===== config.mk =====
export PLATFORM = sky130hd
export DESIGN_NAME = sacx_div
export DESIGN_NICKNAME = d
export VERILOG_FILES = /design/src/sacx_pkg.sv /design/src/sacx_div.sv
export SDC_FILE = /design/constraint.sdc
export NUM_CORES = 1
export LEC_CHECK = 0
export BUFFER_PORTS_ARGS = -buffer_cell sky130_fd_sc_hd__buf_4
export CAP_MARGIN = 20
export CORE_MARGIN = 2
export CORE_UTILIZATION = 50
export CTS_CLUSTER_SIZE = 14
export DETAILED_ROUTE_END_ITERATION = 12
export HOLD_SLACK_MARGIN = 0.05
export PLACE_DENSITY = 0.75
export SLEW_MARGIN = 25
export SYNTH_ARGS = -nofsm -noshare
export SYNTH_HDL_FRONTEND = slang
export SYNTH_SLANG_ARGS = --single-unit

===== constraint.sdc =====
create_clock -name clk -period 2.64 [get_ports clk]
set_input_delay 0.264 -clock clk [delete_from_list [all_inputs] [get_ports clk]]
set_output_delay 0.264 -clock clk [all_outputs]
set_load 0.01 [all_outputs]

===== src/sacx_pkg.sv =====
// Shared types and constants for the stack accumulator execute block.
package sacx_pkg;

  localparam int unsigned FUNC_W = 5;
  localparam int unsigned WORD_W = 16;

  typedef enum logic [4:0] {
    OP_NOP = 5'd0, OP_HLT = 5'd1,
    OP_MOVA = 5'd2, OP_MOVB = 5'd3, OP_MOVC = 5'd4, OP_MOVD = 5'd5, OP_MOVSP = 5'd6,
    OP_STE = 5'd7, OP_CLE = 5'd8, OP_STG = 5'd9, OP_CLG = 5'd10,
    OP_STH = 5'd11, OP_CLH = 5'd12, OP_STL = 5'd13, OP_CLL = 5'd14,
    OP_PUSH = 5'd15, OP_POP = 5'd16,
    OP_ADD = 5'd17, OP_SUB = 5'd18, OP_MUL = 5'd19, OP_DIV = 5'd20,
    OP_PRN = 5'd21, OP_JMP = 5'd22, OP_JZ = 5'd23, OP_JNZ = 5'd24
  } op_t;

  typedef enum logic [2:0] {
    ST_OK = 3'd0, ST_DIVZERO = 3'd1, ST_OVERFLOW = 3'd2,
    ST_UNDERFLOW = 3'd3, ST_BADREG = 3'd4, ST_ILLEGAL = 3'd5
  } status_t;

  typedef enum logic [2:0] {
    S_IDLE, S_CLEAR, S_MEM, S_DIV, S_DONE
  } state_t;

  // Divider handshake.
  typedef struct packed {
    logic        start;
    logic [15:0] dividend;
    logic [15:0] divisor;
  } div_req_t;

  typedef struct packed {
    logic        done;
    logic [15:0] quotient;
  } div_rsp_t;

endpackage


===== src/sacx_div.sv =====
// Radix-2 restoring divider, one quotient bit per cycle.
module sacx_div (
  input  logic             clk,
  input  logic             rst_n,
  input  sacx_pkg::div_req_t req,
  output sacx_pkg::div_rsp_t rsp
);
  import sacx_pkg::*;

  logic [15:0] q_r, q_nxt, d_r, d_nxt;
  logic [16:0] rem_r, rem_nxt;
  logic [4:0]  cnt_r, cnt_nxt;
  logic        busy_r, busy_nxt, done_r, done_nxt;
  logic [16:0] trial;

  always_comb begin
    q_nxt = q_r; d_nxt = d_r; rem_nxt = rem_r; cnt_nxt = cnt_r;
    busy_nxt = busy_r; done_nxt = 1'b0;
    trial = {rem_r[15:0], q_r[15]} - {1'b0, d_r};
    if (req.start) begin
      q_nxt = req.dividend; d_nxt = req.divisor; rem_nxt = '0;
      cnt_nxt = 5'd16; busy_nxt = 1'b1;
    end else if (busy_r) begin
      if (!trial[16]) begin
        rem_nxt = trial;
        q_nxt = {q_r[14:0], 1'b1};
      end else begin
        rem_nxt = {rem_r[15:0], q_r[15]};
        q_nxt = {q_r[14:0], 1'b0};
      end
      cnt_nxt = cnt_r - 5'd1;
      if (cnt_r == 5'd1) begin
        busy_nxt = 1'b0;
        done_nxt = 1'b1;
      end
    end
  end

  always_ff @(posedge clk) begin
    if (!rst_n) begin
      busy_r <= 1'b0; done_r <= 1'b0; cnt_r <= '0;
    end else begin
      busy_r <= busy_nxt; done_r <= done_nxt; cnt_r <= cnt_nxt;
    end
    q_r <= q_nxt; d_r <= d_nxt; rem_r <= rem_nxt;
  end

  assign rsp.done = done_r;
  assign rsp.quotient = q_r;
endmodule


==> insert_results.sql <==
INSERT INTO impl_metrics (metric_group, metric, value, unit) VALUES
('die', 'fp.dieArea', '6560', 'sq um'),
('grt', 'grt_first_pass_wirelength', '10.7', 'mm'),
('critical_path', 'crit_family', 'compound AO/OA/AOI/OAI gates', ''),
('grt', 'via_count_of_the_first_global_routing_pass', '2403', ''),
('yosys', 'synthCells', '273', ''),
('yosys', 'yosysMostFrequentCell', 'sky130_fd_sc_hd__edfxtp_1', ''),
('run_status', 'status', 'complete, but fails checks', ''),
('sta', 'tightestPinTransition', '0.377', 'ns'),
('die', 'rows', '28', ''),
('cells_and_area', 'n_antenna_cell', '0', ''),
('critical_path', 'worstPathCellList', 'inv_1 > ha_2 > fa_2 > nand2b_4 > a211oi_4 > o211ai_2 > o41ai_4 > xnor2_2 > bufbuf_16 > or3b_1 > o21ai_1', ''),
('yosys', 'synth_enable_flop_cells', '32', ''),
('route', 'wirelength', '6.51', 'mm'),
('critical_path', 'start_kind', 'register', ''),
('grt', 'grt.total_usage', '0.211', ''),
('yosys', 'net_count_after_synthesis', '327', ''),
('die', 'die_w', '81.0', 'um'),
('sta', 'grt_setup_unrepaired', 'yes', ''),
('critical_path', 'worst-path-buf-inv', '2', ''),
('route', 'highest_layer', 'met4', ''),
('placed_design', 'port_buffers', '51', ''),
('route', 'met2_wirelength', '3.41', 'mm'),
('sta', 'timing.final.setup_violations', '6', ''),
('critical_path', 'critical-path-slowest-cell', 'sky130_fd_sc_hd__edfxtp_1', ''),
('yosys', 'dominantRegCellSynth', 'sky130_fd_sc_hd__edfxtp_1', ''),
('die', 'starting_density_of_the_core', '0.509', ''),
('clocking', 'cts-htree-levels', '2', ''),
('placed_design', 'dp_hpwl', '4.55', 'mm'),
('route', 'avg_wl_per_cell', '15.5', 'um'),
('route', 'drc_violation_count_after_routing', '0', ''),
('cells_and_area', 'layout.nets', '398', ''),
('placed_design', 'gp_congestion', '0.853', ''),
('critical_path', 'critical_path.max_stage_delay', '0.37', 'ns'),
('yosys', 'post-synth-top-area-fraction', '0.324', ''),
('route', 'wl_met1', '2.71', 'mm'),
('power', 'internal_power', '1.42', 'mW'),
('power', 'swShare', '0.289', ''),
('cells_and_area', 'post_route_cells_drive_above_1_share', '0.304', ''),
('yosys', 'synth.largest_area_cell', 'sky130_fd_sc_hd__edfxtp_1', ''),
('cells_and_area', 'post-route-util', '0.656', ''),
('yosys', 'synth_area_per_cell', '10.9', 'sq um'),
('die', 'fp.coreArea', '5820', 'sq um'),
('sta', 'setup_slack', '-0.0411', 'ns'),
('critical_path', 'timing.critical_path.fanout_max', '5', ''),
('cells_and_area', 'layout.cells.non_filler', '420', ''),
('sta', 'final-hold-violation-count', '0', ''),
('clocking', 'clk_transition_reported_paths', '0.11', 'ns'),
('route', 'route.vias.total', '2369', ''),
('yosys', 'yosys_reg_bits', '55', ''),
('clocking', 'cts_tree', 'built', ''),
('sta', 'fin_worst_skew', '0.0141', 'ns'),
('cells_and_area', 'layout-area-overhead-vs-synth', '28.7', '%'),
('clocking', 'clk_root_buffer_cell', 'sky130_fd_sc_hd__clkbuf_8', ''),
('critical_path', 'worstSetupEndpointType', 'register', ''),
('critical_path', 'worstPathRequired', '2.90', 'ns'),
('run_status', 'violations', 'negative setup slack', ''),
('grt', 'largest_net_degree_at_the_start_of_global_routing', '33', ''),
('sta', 'timing_max_transition_violations_final', '0', ''),
('route', 'routed-wl-met3', '289', 'um'),
('power', 'power.clock.fraction', '0.246', ''),
('placed_design', 'numPlacedInstances', '403', ''),
('yosys', 'synth.cell_area', '2960', 'sq um'),
('sta', 'max_freq', '0.373', 'GHz'),
('yosys', 'synthArstFlopShare', '0', ''),
('grt', 'grt_remaining_overflow', '0', ''),
('power', 'seq_power_share', '0.509', ''),
('yosys', 'synthesis.yosys.warnings', '0', ''),
('grt', 'number_of_antenna_violations_at_the_first_check_in_global_routing', '0', ''),
('clocking', 'number_of_buffers_inserted_during_clock_tree_synthesis', '5', ''),
('route', 'first_pass_iters', '4', ''),
('sta', 'finalCriticalPeriod', '2.68', 'ns');
## path summary, 6_finish.rpt
check	cells after the start	to	startpoint	slack, ns
worst min register to register	2	rem_r[2]	rem_r[2]	0.49
worst max register to register	11	rem_r[12]	q_r[15]	-0.04
worst min-delay path	1	d_r[12]	req[12]	0.12
worst max-delay path	11	rem_r[12]	q_r[15]	-0.04
## sequential cells by signal (all words and copies together), names as in the netlist
register  flops
q_r          16
rem_r        16
cnt_r         5
d_r          16
busy_r        1
done_r        1
## per-layer routing
| metal | GRT usage | up-vias |
|---|---|---|
| li1 | - | 1146 |
| met4 | 0.0695 | 0 |
| met1 | 0.263 | 1148 |
| met5 | 0 | - |
| met3 | 0.0533 | 10 |
| met2 | 0.359 | 65 |
## power groups by stage
stage	logic [mW]	registers (mW)	clock network [mW]
CTS	0.467	1.02	0.515
finish	0.488	1.02	0.493
global route	0.531	1.03	0.539
floorplan	0.264	1.04	0
detailed placement	0.434	1.04	0
global placement	0.422	1.04	0
## what timing repair did
item                                    in CTS  in global routing
endpoints found under the setup margin       8                 16
pin swaps                                    5                  2
gates resized for setup                      3                 12
setup buffers                                5                  2
cloned                                       2                  0
## final cells by class
| type | count | area, sq um |
|---|---|---|
| Clock inverter | 3 | 26.3 |
| Sequential cell | 55 | 1420 |
| Clock buffer | 5 | 68.8 |
| Tap cell | 75 | 93.8 |
| Fill cell | 463 | 2000 |
| Inverter | 22 | 82.6 |
| Timing Repair Buffer | 74 | 621 |
| Multi-Input combinational cell | 186 | 1500 |
## logic make-up after synthesis
family | Yosys count | synth area share
compound gates | 66 | 0.159
buf+inv | 32 | 0.0448
mux | 23 | 0.0845
flops | 55 | 0.480
xor+xnor | 15 | 0.0469
simple gates | 63 | 0.102
fa+ha+maj | 19 | 0.0828
## cells in the final DEF (no fill, tap or decap), types with 8 or more instances in the layout
master / netlist / layout
sky130_fd_sc_hd__a21oi_1: 14 / 13
sky130_fd_sc_hd__buf_4: 1 / 70
sky130_fd_sc_hd__edfxtp_1: 32 / 32
sky130_fd_sc_hd__a211oi_1: 10 / 8
sky130_fd_sc_hd__dfxtp_1: 23 / 23
sky130_fd_sc_hd__nand2_1: 15 / 15
sky130_fd_sc_hd__inv_1: 21 / 21
sky130_fd_sc_hd__xnor2_1: 8 / 8
sky130_fd_sc_hd__ha_1: 18 / 16
sky130_fd_sc_hd__mux2_1: 11 / 11
sky130_fd_sc_hd__nor2_1: 19 / 19
## stage by stage
stage / power [mW] / setup WS (ns) / hold slack, ns / TNS (ns)
after global placement: 1.46 / 0.0470 / 0.442 / 0
after floorplan: 1.30 / 0.0240 / 0.363 / 0
after CTS: 2.00 / -0.0393 / 0.109 / -0.0984
final: 2.00 / -0.0411 / 0.118 / -0.105
after global routing: 2.10 / -0.149 / 0.0961 / -1.24
after detailed placement: 1.47 / -0.0294 / 0.443 / -0.0596
(Power assumes the default switching activity.)
